### config.mk
export PLATFORM = sky130hd
export DESIGN_NAME = onewire_rom_search_unit
export DESIGN_NICKNAME = d
export VERILOG_FILES = /design/src/rtl/core/owrs_pkg.sv /design/src/rtl/core/onewire_rom_search_unit.sv
export SDC_FILE = /design/constraint.sdc
export NUM_CORES = 1
export LEC_CHECK = 0
export BUFFER_PORTS_ARGS = -buffer_cell sky130_fd_sc_hd__buf_4
export CAP_MARGIN = 20
export CORE_UTILIZATION = 40
export CTS_CLUSTER_SIZE = 24
export DETAILED_ROUTE_END_ITERATION = 10
export PLACE_DENSITY = 0.71
export SETUP_SLACK_MARGIN = 0.2
export SLEW_MARGIN = 20
export SYNTH_ARGS = -nofsm -noshare
export SYNTH_HDL_FRONTEND = slang
export SYNTH_SLANG_ARGS = --single-unit
### constraint.sdc
create_clock -name aclk -period 4 [get_ports aclk]
set_input_delay 0.4 -clock aclk [delete_from_list [all_inputs] [get_ports aclk]]
set_output_delay 0.4 -clock aclk [all_outputs]
set_load 0.01 [all_outputs]
### src/rtl/core/owrs_pkg.sv
// Package for the 1-Wire ROM search unit.
// Holds the item codes, status codes, register map and field widths.
// Used by onewire_rom_search_unit; depends on nothing else.
package owrs_pkg;

    localparam int ROM_BITS_DEFAULT = 64;
    localparam int FUNC_W           = 2;
    localparam int STATUS_W         = 3;
    localparam int COUNT_W          = 8;
    localparam int POS_W            = 6;
    localparam int ADDR_W           = 3;
    localparam int DATA_W           = 32;

    localparam logic [COUNT_W-1:0] MAX_DEVICES_RESET = 8'd8;
    localparam logic [COUNT_W-1:0] COUNT_SATURATED   = 8'hFF;

    // Register index, taken from paddr above the byte offset.
    typedef enum logic [0:0] {
        REG_MAX_DEVICES = 1'b0
    } reg_index_t;

    typedef enum logic [FUNC_W-1:0] {
        FUNC_RESTART  = 2'd0,
        FUNC_PASS     = 2'd1,
        FUNC_BIT_PAIR = 2'd2,
        FUNC_UNUSED   = 2'd3
    } func_t;

    typedef enum logic [STATUS_W-1:0] {
        ST_OK     = 3'd0,
        ST_FOUND  = 3'd1,
        ST_DONE   = 3'd2,
        ST_NOPRES = 3'd3,
        ST_NORESP = 3'd4,
        ST_LIMIT  = 3'd5
    } status_t;

endpackage

### src/rtl/core/onewire_rom_search_unit.sv
// Top level of the 1-Wire ROM search unit: search state, bit-pair decision
// and the result register with its handshake. Depends on owrs_pkg.
//
// Each transaction on the s_ channel (restart, pass start or bit pair) yields
// exactly one result transaction on the m_ channel, from the result register
// loaded when it is accepted. The decision for a bit pair compares the bit
// index against the last discrepancy and updates one bit of the ROM register,
// so the unit takes one transaction per clock cycle while m_ready is high; the
// result register frees up in the same cycle it is taken, so s_ready stays high.
// The only register, max_devices, sits at byte address 0 of the APB port and
// should be written while no transaction is outstanding.
module onewire_rom_search_unit
    import owrs_pkg::*;
#(
    parameter int ROM_BITS = ROM_BITS_DEFAULT
) (
    input  logic                aclk,
    input  logic                aresetn,
    // APB configuration port
    input  logic                psel,
    input  logic                penable,
    input  logic                pwrite,
    input  logic [ADDR_W-1:0]   paddr,
    input  logic [DATA_W-1:0]   pwdata,
    output logic [DATA_W-1:0]   prdata,
    output logic                pready,
    // Input channel
    input  logic                s_valid,
    output logic                s_ready,
    input  logic [FUNC_W-1:0]   s_func,
    input  logic                s_presence,
    input  logic                s_id_bit,
    input  logic                s_id_bit_complement,
    // Result channel
    output logic                m_valid,
    input  logic                m_ready,
    output logic                m_write_bit,
    output logic [STATUS_W-1:0] m_status,
    output logic [ROM_BITS-1:0] m_rom_id,
    output logic [COUNT_W-1:0]  m_device_count,
    output logic [POS_W-1:0]    m_bit_position
);

    localparam int CNT_W  = $clog2(ROM_BITS);
    localparam int DISC_W = $clog2(ROM_BITS + 1);
    localparam logic [CNT_W-1:0] LAST_POS = CNT_W'(ROM_BITS - 1);

    logic [COUNT_W-1:0]  max_devices_reg;
    logic [ROM_BITS-1:0] rom_bits_reg, rom_bits_next;
    logic [DISC_W-1:0]   last_disc_reg, last_disc_next;
    logic [DISC_W-1:0]   pass_disc_reg, pass_disc_next;
    logic [CNT_W-1:0]    bit_cnt_reg, bit_cnt_next;
    logic [COUNT_W-1:0]  found_cnt_reg, found_cnt_next;
    logic                finished_reg, finished_next;
    logic                active_reg, active_next;

    logic                m_valid_reg;
    logic                write_bit_reg, write_bit_next;
    status_t             status_reg, status_next;
    logic [ROM_BITS-1:0] rom_id_reg, rom_id_next;
    logic [COUNT_W-1:0]  dev_cnt_reg;
    logic [POS_W-1:0]    bit_pos_reg, bit_pos_next;

    logic                in_xfer;
    logic                cfg_write;
    logic                cfg_sel;
    logic [DISC_W-1:0]   bit_num;
    logic                dir_bit;
    func_t               func;

    // APB: zero wait states, single register.
    assign pready    = 1'b1;
    assign cfg_sel   = (reg_index_t'(paddr[ADDR_W-1]) == REG_MAX_DEVICES);
    assign cfg_write = psel && penable && pwrite && cfg_sel;
    assign prdata    = cfg_sel ? DATA_W'(max_devices_reg) : '0;

    always_ff @(posedge aclk) begin
        if (!aresetn) begin
            max_devices_reg <= MAX_DEVICES_RESET;
        end else if (cfg_write) begin
            max_devices_reg <= pwdata[COUNT_W-1:0];
        end
    end

    // The result register frees itself in the cycle its transaction is taken.
    assign s_ready = !m_valid_reg || m_ready;
    assign in_xfer = s_valid && s_ready;
    assign func    = func_t'(s_func);
    assign bit_num = DISC_W'(bit_cnt_reg) + DISC_W'(1);

    always_comb begin
        rom_bits_next  = rom_bits_reg;
        last_disc_next = last_disc_reg;
        pass_disc_next = pass_disc_reg;
        bit_cnt_next   = bit_cnt_reg;
        found_cnt_next = found_cnt_reg;
        finished_next  = finished_reg;
        active_next    = active_reg;
        write_bit_next = 1'b0;
        status_next    = ST_OK;
        rom_id_next    = '0;
        bit_pos_next   = '0;
        dir_bit        = s_id_bit;

        unique case (func)
            FUNC_RESTART: begin
                rom_bits_next  = '0;
                last_disc_next = '0;
                pass_disc_next = '0;
                bit_cnt_next   = '0;
                found_cnt_next = '0;
                finished_next  = 1'b0;
                active_next    = 1'b0;
            end
            FUNC_PASS: begin
                // The device limit is checked ahead of completion.
                priority if (found_cnt_reg >= max_devices_reg) begin
                    status_next = ST_LIMIT;
                end else if (finished_reg) begin
                    status_next = ST_DONE;
                end else if (!s_presence) begin
                    last_disc_next = '0;
                    active_next    = 1'b0;
                    status_next    = ST_NOPRES;
                end else begin
                    active_next    = 1'b1;
                    bit_cnt_next   = '0;
                    pass_disc_next = '0;
                end
            end
            FUNC_BIT_PAIR: begin
                if (active_reg) begin
                    bit_pos_next = POS_W'(bit_cnt_reg);
                    if (s_id_bit && s_id_bit_complement) begin
                        last_disc_next = '0;
                        active_next    = 1'b0;
                        bit_cnt_next   = '0;
                        status_next    = ST_NORESP;
                    end else begin
                        // Both slots zero means devices disagree at this bit.
                        if (!s_id_bit && !s_id_bit_complement) begin
                            priority if (bit_num == last_disc_reg) begin
                                dir_bit = 1'b1;
                            end else if (bit_num > last_disc_reg) begin
                                dir_bit        = 1'b0;
                                pass_disc_next = bit_num;
                            end else begin
                                dir_bit = rom_bits_reg[bit_cnt_reg];
                                if (!dir_bit) begin
                                    pass_disc_next = bit_num;
                                end
                            end
                        end
                        rom_bits_next[bit_cnt_reg] = dir_bit;
                        write_bit_next             = dir_bit;
                        if (bit_cnt_reg == LAST_POS) begin
                            last_disc_next = pass_disc_next;
                            if (pass_disc_next == '0) begin
                                finished_next = 1'b1;
                            end
                            if (found_cnt_reg != COUNT_SATURATED) begin
                                found_cnt_next = found_cnt_reg + COUNT_W'(1);
                            end
                            rom_id_next  = rom_bits_next;
                            status_next  = ST_FOUND;
                            active_next  = 1'b0;
                            bit_cnt_next = '0;
                        end else begin
                            bit_cnt_next = bit_cnt_reg + CNT_W'(1);
                        end
                    end
                end
            end
            default: begin
                // The unused code changes nothing and reports ok.
            end
        endcase
    end

    always_ff @(posedge aclk) begin
        if (!aresetn) begin
            rom_bits_reg  <= '0;
            last_disc_reg <= '0;
            pass_disc_reg <= '0;
            bit_cnt_reg   <= '0;
            found_cnt_reg <= '0;
            finished_reg  <= 1'b0;
            active_reg    <= 1'b0;
            m_valid_reg   <= 1'b0;
        end else begin
            if (in_xfer) begin
                rom_bits_reg  <= rom_bits_next;
                last_disc_reg <= last_disc_next;
                pass_disc_reg <= pass_disc_next;
                bit_cnt_reg   <= bit_cnt_next;
                found_cnt_reg <= found_cnt_next;
                finished_reg  <= finished_next;
                active_reg    <= active_next;
                m_valid_reg   <= 1'b1;
            end else if (m_ready) begin
                m_valid_reg   <= 1'b0;
            end
        end
    end

    always_ff @(posedge aclk) begin
        if (in_xfer) begin
            write_bit_reg <= write_bit_next;
            status_reg    <= status_next;
            rom_id_reg    <= rom_id_next;
            dev_cnt_reg   <= found_cnt_next;
            bit_pos_reg   <= bit_pos_next;
        end
    end

    assign m_valid        = m_valid_reg;
    assign m_write_bit    = write_bit_reg;
    assign m_status       = status_reg;
    assign m_rom_id       = rom_id_reg;
    assign m_device_count = dev_cnt_reg;
    assign m_bit_position = bit_pos_reg;

endmodule

# Word level (Yosys, flattened, before mapping)
# Cells that the tools add are included.
op_classes:
  n_addsub: 3
  magnitude_cmp: 4
  mux: 68
  n_eq_ne: 14
  n_bitwise: 4
  reduce_logical: 25
ops:
  columns: ["cell", "count"]
  rows:
  - ["$mux W64", 2]
  - ["$pmux W64 S2", 1]
  - ["$mux W7", 18]
  - ["$bwmux W64", 1]
  - ["$pmux W7 S3", 2]
  - ["$mux W8", 5]
  - ["$mux W6", 6]
  - ["$mux W1", 21]
  - ["$pmux W6 S3", 1]
  - ["$ne A2 B2 Y1 const B", 8]
  - ["$pmux W8 S2", 1]
  - ["$reduce_and A7 Y1", 2]
  - ["$reduce_and A6 Y1", 2]
  - ["$mux W3", 3]
  - ["$add A8 B1 Y8 const B", 1]
  - ["$ge A8 B8 Y1", 1]
  - ["$ne A8 B8 Y1 const B", 1]
  - ["$reduce_and A4 Y1", 2]
  - ["$add A6 B1 Y7 const B", 1]
  - ["$eq A7 B7 Y1", 1]
  - ["$gt A7 B7 Y1", 1]
  - ["$logic_and A1 B1 Y1", 7]
  - ["$logic_not A7 Y1", 1]
  - ["$lt A6 B7 Y1 const B", 1]
  - ["other kinds (21)", 28]
word_totals:
  reg_bits: 185
  elab_cells: 132
  output_inout_bits: 117
  inputBits: 47

# Depth between registers and ports, before layout
# Gate-level depths: netlist of the first run.
logic_depth:
  ltp_word: 15
  ltp_mapped: 15
  depth_no_buf: 12

# Worst setup path after synthesis of the first run
# Ideal clock, no wire load.
synth_path:
  kind: "input port to flip-flop"
  from: "input port m_ready"
  to: "register rom_bits_reg[19]"
  path_stages: 10
  required_time_ns: 3.926
  slack_ns: -0.272
  n_path_buf: 3
  arrival_time_ns: 4.198
  cell_sequence: "nand2b_1 > nand2_1 > inv_1 > clkbuf_1 > nand3_1 > clkbuf_1 > buf_1 > a21oi_1 > o21ai_0 > o21ai_0"
synth_between:
  elab_chain_cells: 3
synth_rtl:
  columns: ["item", "line_no", "source"]
  rows:
  - ["start: declaration", "onewire_rom_search_unit.sv:36", "input logic m_ready,"]
  - ["$logic_or A1 B1 Y1", "onewire_rom_search_unit.sv:86", "assign s_ready = !m_valid_reg || m_ready;"]
  - ["$logic_and A1 B1 Y1", "onewire_rom_search_unit.sv:87", "assign in_xfer = s_valid && s_ready;"]
  - ["via in_xfer", "onewire_rom_search_unit.sv:64", "logic in_xfer;"]
  - ["$reduce_and A4 Y1 (no line)", null, null]
  - ["end signal: assignment", "onewire_rom_search_unit.sv:192", "rom_bits_reg <= rom_bits_next;"]
  - ["end: declaration", "onewire_rom_search_unit.sv:49", "logic [ROM_BITS-1:0] rom_bits_reg, rom_bits_next;"]
# The timed path passes the listed nets, and every way through them passes these cells.
# A chain may end at the register's enable or synchronous reset.

# Worst setup path after layout of the first run
layout_path:
  from: "register bit_cnt_reg[1]"
  to: "register rom_bits_reg[36]"
layout_between:
  elab_chain_cells: 12
layout_rtl:
  columns: ["item", "line_no", "source"]
  rows:
  - ["start: declaration", "onewire_rom_search_unit.sv:52", "logic [CNT_W-1:0] bit_cnt_reg, bit_cnt_next;"]
  - ["start signal: assignment", "onewire_rom_search_unit.sv:195", "bit_cnt_reg <= bit_cnt_next;"]
  - ["$add A6 B1 Y7 or $bmux W1 S6 (tied branches)", "onewire_rom_search_unit.sv:89, onewire_rom_search_unit.sv:148", null]
  - ["$gt A7 B7 Y1 or $mux W1 (tied branches)", "onewire_rom_search_unit.sv:144, onewire_rom_search_unit.sv:148", null]
  - ["$mux W1", "onewire_rom_search_unit.sv:144", "end else if (bit_num > last_disc_reg) begin"]
  - ["$mux W1", "onewire_rom_search_unit.sv:142", "priority if (bit_num == last_disc_reg) begin"]
  - ["$mux W1", "onewire_rom_search_unit.sv:141", "if (!s_id_bit && !s_id_bit_complement) begin"]
  - ["$mux W1", "onewire_rom_search_unit.sv:134", "if (s_id_bit && s_id_bit_complement) begin"]
  - ["$mux W1", "onewire_rom_search_unit.sv:132", "if (active_reg) begin"]
  - ["$mux W1", "onewire_rom_search_unit.sv:105", "unique case (func)"]
  - ["$bwmux W64 *", "onewire_rom_search_unit.sv:154", "rom_bits_next[bit_cnt_reg] = dir_bit;"]
  - ["$mux W64 *", "onewire_rom_search_unit.sv:134", null]
  - ["$mux W64 *", "onewire_rom_search_unit.sv:132", null]
  - ["$pmux W64 S2 *", "onewire_rom_search_unit.sv:105", null]
# Every way passes the cells marked *; elsewhere a longest branch is shown, timed or not. The select of a mux whose other input is x is not followed.

==> results of run 1 <==
==> cells in the final DEF (no fill, tap or decap), drive strengths merged, types with 6 or more instances in the layout <==
cell type	instances
o21ai	151
buf	143
nand2	126
dfxtp	103
edfxtp	82
and3	75
a21oi	68
nor2	40
inv	38
conb	25
ha	21
mux2i	18
clkbuf	18
a21boi	15
nand3	14
nor3	9
nand2b	8
nor2b	7
nor3b	7
nand3b	7
a221oi	7
a211oi	6
o22ai	6
and2	6
or3	6
==> synthesized netlist by cell type (all sizes together) (18+ instances only) <==
| master | count | area, µm² |
|---|---|---|
| o21ai | 151 | 756 |
| nand2 | 126 | 473 |
| dfxtp | 103 | 2060 |
| edfxtp | 82 | 2460 |
| and3 | 75 | 469 |
| a21oi | 68 | 340 |
| clkbuf | 53 | 199 |
| buf | 45 | 314 |
| nor2 | 40 | 150 |
| inv | 34 | 128 |
| ha | 21 | 263 |
| mux2i | 18 | 180 |
==> how the worst min path moves through the flow <==
stage,start,to,slack [ns],cells past startpoint
2_1_floorplan,last_disc_reg[1],last_disc_reg[1],0.43,2
4_1_cts,pwdata[3],max_devices_reg[3],0.18,3
5_1_grt,pwdata[3],max_devices_reg[3],0.20,3
6_report,pwdata[3],max_devices_reg[3],0.19,3
3_5_place_dp,last_disc_reg[4],last_disc_reg[4],0.44,2
3_3_place_gp,last_disc_reg[2],last_disc_reg[2],0.44,2
==> report_power, final <==
part	internal [mW]	leakage (nW)	switching, mW
logic	0.0979	2.47	0.153
registers	2.02	1.65	0.0190
clock network	0.889	0.271	0.774
total	3.00	4.39	0.946
==> metal layers <==
layer	vias up	part of all wire [%]	global-route usage [%]
met1	3765	45	27.3
li1	3682	-	-
met3	36	6.6	3.74
met2	319	47	31.7
met4	0	1.9	7.50
met5	-	0	0
==> critical path, cell delays in order, from the launching register on <==
cell	delay, ns
dfxtp_1	0.64
and2_4	0.33
nand2_1	0.17
o21ai_0	0.17
and2_1	0.22
inv_1	0.08
ha_1	0.28
and4_1	0.21
a41oi_1	0.35
o21ai_1	0.16
nand2_1	0.09
buf_4	0.49
o21ai_0	0.21
==> stage by stage <==
| stage | utilization, % | setup slack, ns | cell area, µm² | std cells | power (mW) |
|---|---|---|---|---|---|
| floorplan | - | 0.942 | 9200 | 1010 | 2.23 |
| detailed placement | 45.8 | 0.468 | 10100 | 1335 | 2.33 |
| global route | 48.4 | 0.204 | 10700 | 1367 | 4.07 |
| global placement | 45.8 | 0.557 | 10100 | 1335 | 2.33 |
| CTS | 48.4 | 0.435 | 10700 | 1367 | 3.98 |
| finish | 48.4 | 0.404 | 10700 | 1367 | 3.95 |
==> cells by family after synthesis <==
logic type               Yosys count  share of synthesized area [%]
flip-flops                       185                           49.7
AO/OA/AOI/OAI                    298                           19.2
multiplexers                      22                           2.72
other                              2                         0.0824
buffers and inverters            132                           7.03
XOR/XNOR                           3                          0.289
AND/OR/NAND/NOR                  324                           18.1
adder cells (fa/ha/maj)           21                           2.88
==> area by class of cell <==
type	instances	share of cell area, %
Clock buffer	18	4.10
Clock inverter	14	1.30
Inverter	34	1.20
Multi-Input combinational cell	693	37.7
Sequential cell	185	42.3
Tap cell	280	3.27
Timing Repair Buffer	143	10.1
==> flow_summary.json, run 1 <==
{
  "rsz0062_at_grt": "no",
  "synth_seq_area_share_pct": 49.7,
  "hpwl_um": 15600,
  "power_density_nw_per_um2": 369,
  "avgRoutedWirePerCell_um": 17.3,
  "period_needed_ns": 3.60,
  "cellLeakagePower_nw": 4.39,
  "grt_pass1_vias": 7095,
  "ys_warn_count": 0,
  "cp.required_ns": 4.28,
  "ff_latch_area_um2": 4520,
  "drive_gt1_share_pct": 17.6,
  "ys.flop_type": "dfxtp_1",
  "antenna_found_initial": 0,
  "detail_route.vias_per_cell": 5.71,
  "clk_path_buf_depth": 2,
  "syn2layout_area_growth_pct": 17.5,
  "nFillCells": 2062,
  "grt_max_degree": 65,
  "max_freq_mhz": 278,
  "track_usage_pct": 20.0,
  "cts_root_buf": "clkbuf_16",
  "crit_type": "register to register",
  "dr.pass1.iters": 5,
  "status": "finished, final reports clean",
  "synthCells": 987,
  "drc": 0,
  "start_kind": "register",
  "setup_viol": 0,
  "antenna_cells": 0,
  "dieHeight_um": 153,
  "vias": 7802,
  "holdWs_ns": 0.191,
  "clk_pin_slew_ns": 0.07,
  "tightestPinTransition_ns": 1.05,
  "grt_first_pass_wirelength_um": 37200,
  "vdd_drop_max_mv": 0.241,
  "post-cts-setup-buffers": 0,
  "hold_class": "input port to register",
  "cap_violations": 0,
  "cts_sinks": 185,
  "clock_skew_ns": 0.0105,
  "final_nets": 1142,
  "setup-tns-final_ns": 0,
  "clk-insertion-delay-late_ns": 0.44,
  "cp_max_fo": 64,
  "num_io_pins": 164,
  "cts_buffers": 17,
  "ctsResizeCount": 0,
  "crit_path_end": "rom_bits_reg[36]",
  "worstPathArrival_ns": 3.88,
  "ys_types": 68,
  "r2r_slack_ns": 0.40,
  "syn-cell-area_um2": 9110,
  "cts_tree": "yes",
  "multi_input_area_um2": 4040,
  "gp_congestion": 0.867,
  "core_area_um2": 22100,
  "overflow": 0,
  "ant_nets": 0,
  "ys_seq_elements": 185,
  "die_area_um2": 23400,
  "synth-edff-count": 82,
  "avgSynthCellArea_um2": 9.23,
  "routed_wirelength_um": 23600,
  "first_iter_violations": 628,
  "start_util_pct": 41.2,
  "htree_levels": 4,
  "drv_slew": 0,
  "hold_buffers": 0,
  "reg2reg_depth": 12,
  "rows": 54,
  "ys_async_sr_fraction_pct": 0,
  "hold_viol": 0,
  "maxSlewHeadroom_pct": 29.7,
  "die_width_um": 153,
  "r2r-start": "bit_cnt_reg[1]",
  "crit_path_end_kind": "register",
  "crit_start": "bit_cnt_reg[1]",
  "r2r-end": "rom_bits_reg[36]",
  "io_buffer_count": 112,
  "period_share_pct": 89.9
}
No activity file was read; power rests on OpenSTA's default activity.
==> run 2: changes to the inputs <==
--- a/config.mk
+++ b/config.mk
@@ -10,7 +10,7 @@
 export CORE_UTILIZATION = 40
 export CTS_CLUSTER_SIZE = 24
 export DETAILED_ROUTE_END_ITERATION = 10
-export PLACE_DENSITY = 0.71
+export PLACE_DENSITY = 0.68
 export SETUP_SLACK_MARGIN = 0.2
 export SLEW_MARGIN = 20
 export SYNTH_ARGS = -nofsm -noshare
==> constraint.sdc (replaced) <==
create_clock -name aclk -period 4.2 [get_ports aclk]
set_input_delay 0.42 -clock aclk [delete_from_list [all_inputs] [get_ports aclk]]
set_output_delay 0.42 -clock aclk [all_outputs]
set_load 0.01 [all_outputs]
==> run 2 against run 1 <==
Register-to-register slack improved by 0.23 ns. Design area is 0.34% lower. Count of clock-buffer cells in the layout stayed put. Sequential power is 5% lower. Non-clock buffer count did not move. Setup slack improved by 0.23 ns. Clock power is 8% lower. First-iteration DRC count grew 37%. Critical path depth decreased by 2. Critical endpoint is now rom_bits_reg[51]. Largest cell class unchanged.
==> flow_summary.json, run 2 (same netlist as run 1, synthesis figures left out) <==
{
  "core_area_um2": 22100,
  "r2r-start": "bit_cnt_reg[0]",
  "final_cell_mix": "148 x o21ai_0, 143 x buf_4, 126 x nand2_1",
  "max_freq_mhz": 280,
  "cts_tree": "yes",
  "min_to": "max_devices_reg[3]",
  "hold_buffers": 0,
  "met2_usage_pct": 31.5,
  "syn2layout_area_growth_pct": 17.1,
  "maxSlewHeadroom_pct": 24.4,
  "cts_sinks": 185,
  "nFillCells": 2082,
  "clk-insertion-delay-late_ns": 0.44,
  "cts_root_buf": "clkbuf_16",
  "routed_wirelength_um": 23800,
  "drc": 0,
  "track_usage_pct": 20.4,
  "tightestPinTransition_ns": 1.13,
  "dr.pass1.iters": 5,
  "worstHoldStart": "pwdata[3]",
  "cap_violations": 0,
  "crit_type": "register to register",
  "start_util_pct": 41.2,
  "worstPathArrival_ns": 3.85,
  "final_cells": 1367,
  "period_share_pct": 84.9,
  "hpwl_um": 15600,
  "use_met3_pct": 4.73,
  "avgRoutedWirePerCell_um": 17.4,
  "clk_pin_slew_ns": 0.07,
  "first_iter_violations": 863,
  "hold_viol": 0,
  "die_area_um2": 23400,
  "drv_slew": 0,
  "setup-tns-final_ns": 0,
  "post-place-cells": 1335,
  "vdd_drop_max_mv": 0.212,
  "status": "finished, final reports clean",
  "rows": 54,
  "r2r-end": "rom_bits_reg[51]",
  "final_nets": 1142,
  "detail_route.vias_per_cell": 5.61,
  "rsz0062_at_grt": "no",
  "ant_nets": 0,
  "htree_levels": 4,
  "r2r_slack_ns": 0.63,
  "post-cts-setup-buffers": 0,
  "io_buffer_count": 112,
  "cp.required_ns": 4.48,
  "ctsResizeCount": 0,
  "grt_max_degree": 65,
  "clk_path_buf_depth": 2,
  "holdPathStages": 3,
  "clock_skew_ns": 0.0123,
  "met1_usage_pct": 28.6,
  "crit_path_end_kind": "register",
  "period_needed_ns": 3.57,
  "cp_max_fo": 64,
  "num_io_pins": 164,
  "reg2reg_depth": 10,
  "cellLeakagePower_nw": 4.39,
  "final_common_cell": "o21ai_0",
  "start_kind": "register",
  "vias": 7667,
  "overflow": 0,
  "die_width_um": 153,
  "antenna_cells": 0,
  "cts_buffers": 17,
  "power_density_nw_per_um2": 348,
  "drive_gt1_share_pct": 17.6,
  "grt_pass1_vias": 7031,
  "grt_first_pass_wirelength_um": 38000,
  "gp_congestion": 0.861,
  "top_usage_layer": "met2",
  "antenna_found_initial": 0,
  "dieHeight_um": 153,
  "setup_viol": 0,
  "hold_class": "input port to register"
}
-- run 2: cell types whose count changed in the layout (fill, tap and decap cells not counted) --
cell	change
clkinv_2	+3
inv_6	+1
clkinvlp_4	-3
bufinv_16	-1
buf_4	+1
buf_12	-1
inv_8	-1
clkinv_8	+1
-- run 2: where the power goes --
part           total, mW  internal [mW]  switching, mW
Sequential          1.94           1.92         0.0186
Combinational      0.238         0.0927          0.145
Clock               1.53          0.787          0.744
Total               3.71           2.80          0.908
-- run 2: how the worst max path moves through the flow --
stage,start,end,slack [ns],cells after the start
after floorplan,bit_cnt_reg[1],m_rom_id[60],1.14,13
after global placement,bit_cnt_reg[0],rom_bits_reg[36],0.78,10
after global routing,bit_cnt_reg[1],m_rom_id[62],0.40,11
final,bit_cnt_reg[0],rom_bits_reg[51],0.63,10
after CTS,bit_cnt_reg[0],rom_bits_reg[23],0.73,10
after detailed placement,bit_cnt_reg[1],rom_bits_reg[44],0.73,12
-- run 2: critical path: stages, from the launching register on --
cell     delay (ns)
dfxtp_1        0.58
buf_4          0.31
nor3b_1        0.08
o211a_1        0.22
nor4_1         0.53
nand4_1        0.23
nor4b_4        0.44
o21ai_1        0.16
nand2_1        0.09
buf_4          0.49
o21ai_0        0.23
-- run 2: routing by layer --
layer  wire, µm  share of wire [%]
met1      10900                 46
met2      11000                 46
met3       1630                6.8
met4        305                1.3
met5          0                  0
-- run 2: area by class of cell --
class | count | area (µm²) | share of cell area [%]
clock inverters | 14 | 115 | 1.08
inverters | 34 | 129 | 1.21
multi-input cells | 693 | 4040 | 37.8
repair buffers | 143 | 1070 | 10.1
clock buffers | 18 | 439 | 4.12
flip-flops and latches | 185 | 4520 | 42.4
well taps | 280 | 350 | 3.28
-- run 2: through the flow --
stage | hold slack, ns | total power [mW] | cell area (µm²) | setup slack, ns | util, %
final | 0.204 | 3.71 | 10700 | 0.632 | 48.3
after floorplan | 0.425 | 2.12 | 9200 | 1.14 | -
after detailed placement | 0.449 | 2.22 | 10100 | 0.726 | 45.8
after global placement | 0.437 | 2.21 | 10100 | 0.776 | 45.8
after CTS | 0.196 | 3.73 | 10700 | 0.729 | 48.3
after global routing | 0.208 | 3.83 | 10700 | 0.401 | 48.3
==> run 3: changes to the inputs <==
--- a/config.mk
+++ b/config.mk
@@ -10,7 +10,7 @@
 export CORE_UTILIZATION = 40
 export CTS_CLUSTER_SIZE = 24
 export DETAILED_ROUTE_END_ITERATION = 10
-export PLACE_DENSITY = 0.68
+export PLACE_DENSITY = 0.71
 export SETUP_SLACK_MARGIN = 0.2
 export SLEW_MARGIN = 20
 export SYNTH_ARGS = -nofsm -noshare
==> constraint.sdc (replaced) <==
create_clock -name aclk -period 2.89 [get_ports aclk]
set_input_delay 0.289 -clock aclk [delete_from_list [all_inputs] [get_ports aclk]]
set_output_delay 0.289 -clock aclk [all_outputs]
set_load 0.01 [all_outputs]
==> run 3 against run 2 <==
Sequential share of layout area down 2.1 points. Utilization increased by 2.6 points. Maximum frequency up 29%. Power grew 50%. First-iteration DRC count decreased by 4.5%. Critical path type unchanged. Routed wire length is 4.2% higher. Setup slack got worse by 0.50 ns.
==> flow_summary.json, run 3 (same netlist as run 1, synthesis figures left out) <==
{
  "status": "finished, final reports clean",
  "antenna_cells": 0,
  "vdd_drop_max_mv": 0.283,
  "io_buffer_count": 112,
  "holdWs_ns": 0.0788,
  "final_common_cell": "buf_4",
  "crit_start": "bit_cnt_reg[0]",
  "cts_tree": "yes",
  "cp.required_ns": 3.26,
  "dr.pass1.iters": 5,
  "clk_path_buf_depth": 2,
  "core_area_um2": 22100,
  "cap_violations": 0,
  "routed_wirelength_um": 24800,
  "cellLeakagePower_nw": 4.63,
  "power_density_nw_per_um2": 494,
  "track_usage_pct": 20.8,
  "r2r-start": "bit_cnt_reg[0]",
  "antenna_found_initial": 0,
  "clk-insertion-delay-late_ns": 0.44,
  "setup_ws_ns": 0.134,
  "grt_first_pass_wirelength_um": 38600,
  "pre_cts_ws_ns": 0.114,
  "drive_gt1_share_pct": 22.9,
  "maxSlewHeadroom_pct": 49.9,
  "rows": 54,
  "nFillCells": 1994,
  "avgRoutedWirePerCell_um": 17.8,
  "setup_viol": 0,
  "period_share_pct": 95.4,
  "final_util_pct": 50.9,
  "crit_type": "register to register",
  "slowest_delay_ns": 0.51,
  "cts_sinks": 185,
  "ant_nets": 0,
  "drc": 0,
  "setup-tns-final_ns": 0,
  "start_util_pct": 41.2,
  "start_kind": "register",
  "syn2layout_area_growth_pct": 23.4,
  "hpwl_um": 16200,
  "detail_route.vias_per_cell": 5.68,
  "path_cells": "buf_12 -> mux4_2 -> a32oi_1 -> nand4_1 -> nor4b_4 -> buf_4 -> o211ai_4 -> or3_4 -> o22ai_2",
  "r2r_slack_ns": 0.13,
  "clock_skew_ns": 0.0175,
  "htree_levels": 4,
  "vias": 7920,
  "num_io_pins": 164,
  "max_freq_mhz": 363,
  "crit_path_end_kind": "register",
  "grt_max_degree": 65,
  "worst_path_max_delay_cell": "mux4_2",
  "period_needed_ns": 2.76,
  "placed_cell_area_um2": 10400,
  "holdPathStages": 3,
  "cts_root_buf": "clkbuf_16",
  "total_power_mw": 5.56,
  "post-place-cells": 1357,
  "final_cells": 1395,
  "grt_pass1_vias": 7262,
  "clk_pin_slew_ns": 0.08,
  "reg2reg_depth": 9,
  "gp_congestion": 0.881,
  "final_cell_mix": "162 x buf_4, 145 x o21ai_0, 122 x nand2_1",
  "overflow": 0,
  "r2r-end": "pass_disc_reg[4]",
  "worstPathArrival_ns": 3.12,
  "design_area_um2": 11200,
  "dieHeight_um": 153,
  "hold_viol": 0,
  "first_iter_violations": 824,
  "tightestPinTransition_ns": 0.751,
  "worstHoldStart": "pwdata[3]",
  "hold_class": "input port to register",
  "drv_slew": 0,
  "cts_buffers": 17,
  "min_to": "max_devices_reg[3]",
  "rsz0062_at_grt": "yes",
  "final_nets": 1170,
  "cp_max_fo": 6,
  "die_area_um2": 23400,
  "die_width_um": 153
}
-- run 3: cell count changes in the layout (fill, tap and decap cells not counted), sizes merged --
cell	before	now
buf	143	168
bufinv	0	2
clkbuf	18	21
clkinvlp	1	3
inv	38	34
-- run 3: layout make-up --
class	instances	area, µm²	area share [%]
sequential	185	4540	40.4
timing repair buffer	171	1400	12.5
clock buffer	18	439	3.91
clock inverter	14	150	1.34
inverter	34	129	1.15
multi-input combinational	693	4230	37.6
tap	280	350	3.12
-- run 3: layer usage --
layer	GRT usage, %	vias to the layer above	wire [µm]
met2	32.9	340	11500
li1	-	3747	-
met1	28.6	3802	11100
met4	5.92	0	402
met5	0	-	0
met3	4.51	31	1730
-- run 3: repair_timing --
item                                    in CTS  in global routing
hold buffers                                 0                  0
resized for setup                            8                 32
setup buffers                                1                  2
hold endpoints to repair                     0                  0
pin swaps                                    2                 11
gates cloned                                 0                  3
endpoints found under the setup margin      67                 89
-- run 3: how the worst max path moves through the flow --
stage / cells after the start / to
3_3_place_gp: 11 / m_rom_id[63]
4_1_cts: 9 / pass_disc_reg[4]
5_1_grt: 11 / last_disc_reg[3]
6_report: 9 / pass_disc_reg[4]
3_5_place_dp: 11 / pass_disc_reg[1]
2_1_floorplan: 12 / pass_disc_reg[0]
-- run 3: worst max-delay path, delay by kind of cell, from the launching register on --
kind            cells  cell delay [ns]
compound gates      3             0.51
mux                 1             0.51
flops               1             0.43
buf+inv             2             0.33
simple gates        3             0.91
-- run 3: where the power goes --
part | total (mW) | switching (mW) | leakage (nW) | internal [mW]
Clock | 2.37 | 1.07 | 0.278 | 1.30
Combinational | 0.371 | 0.221 | 2.70 | 0.150
Sequential | 2.82 | 0.0256 | 1.65 | 2.79
Total | 5.56 | 1.31 | 4.63 | 4.24
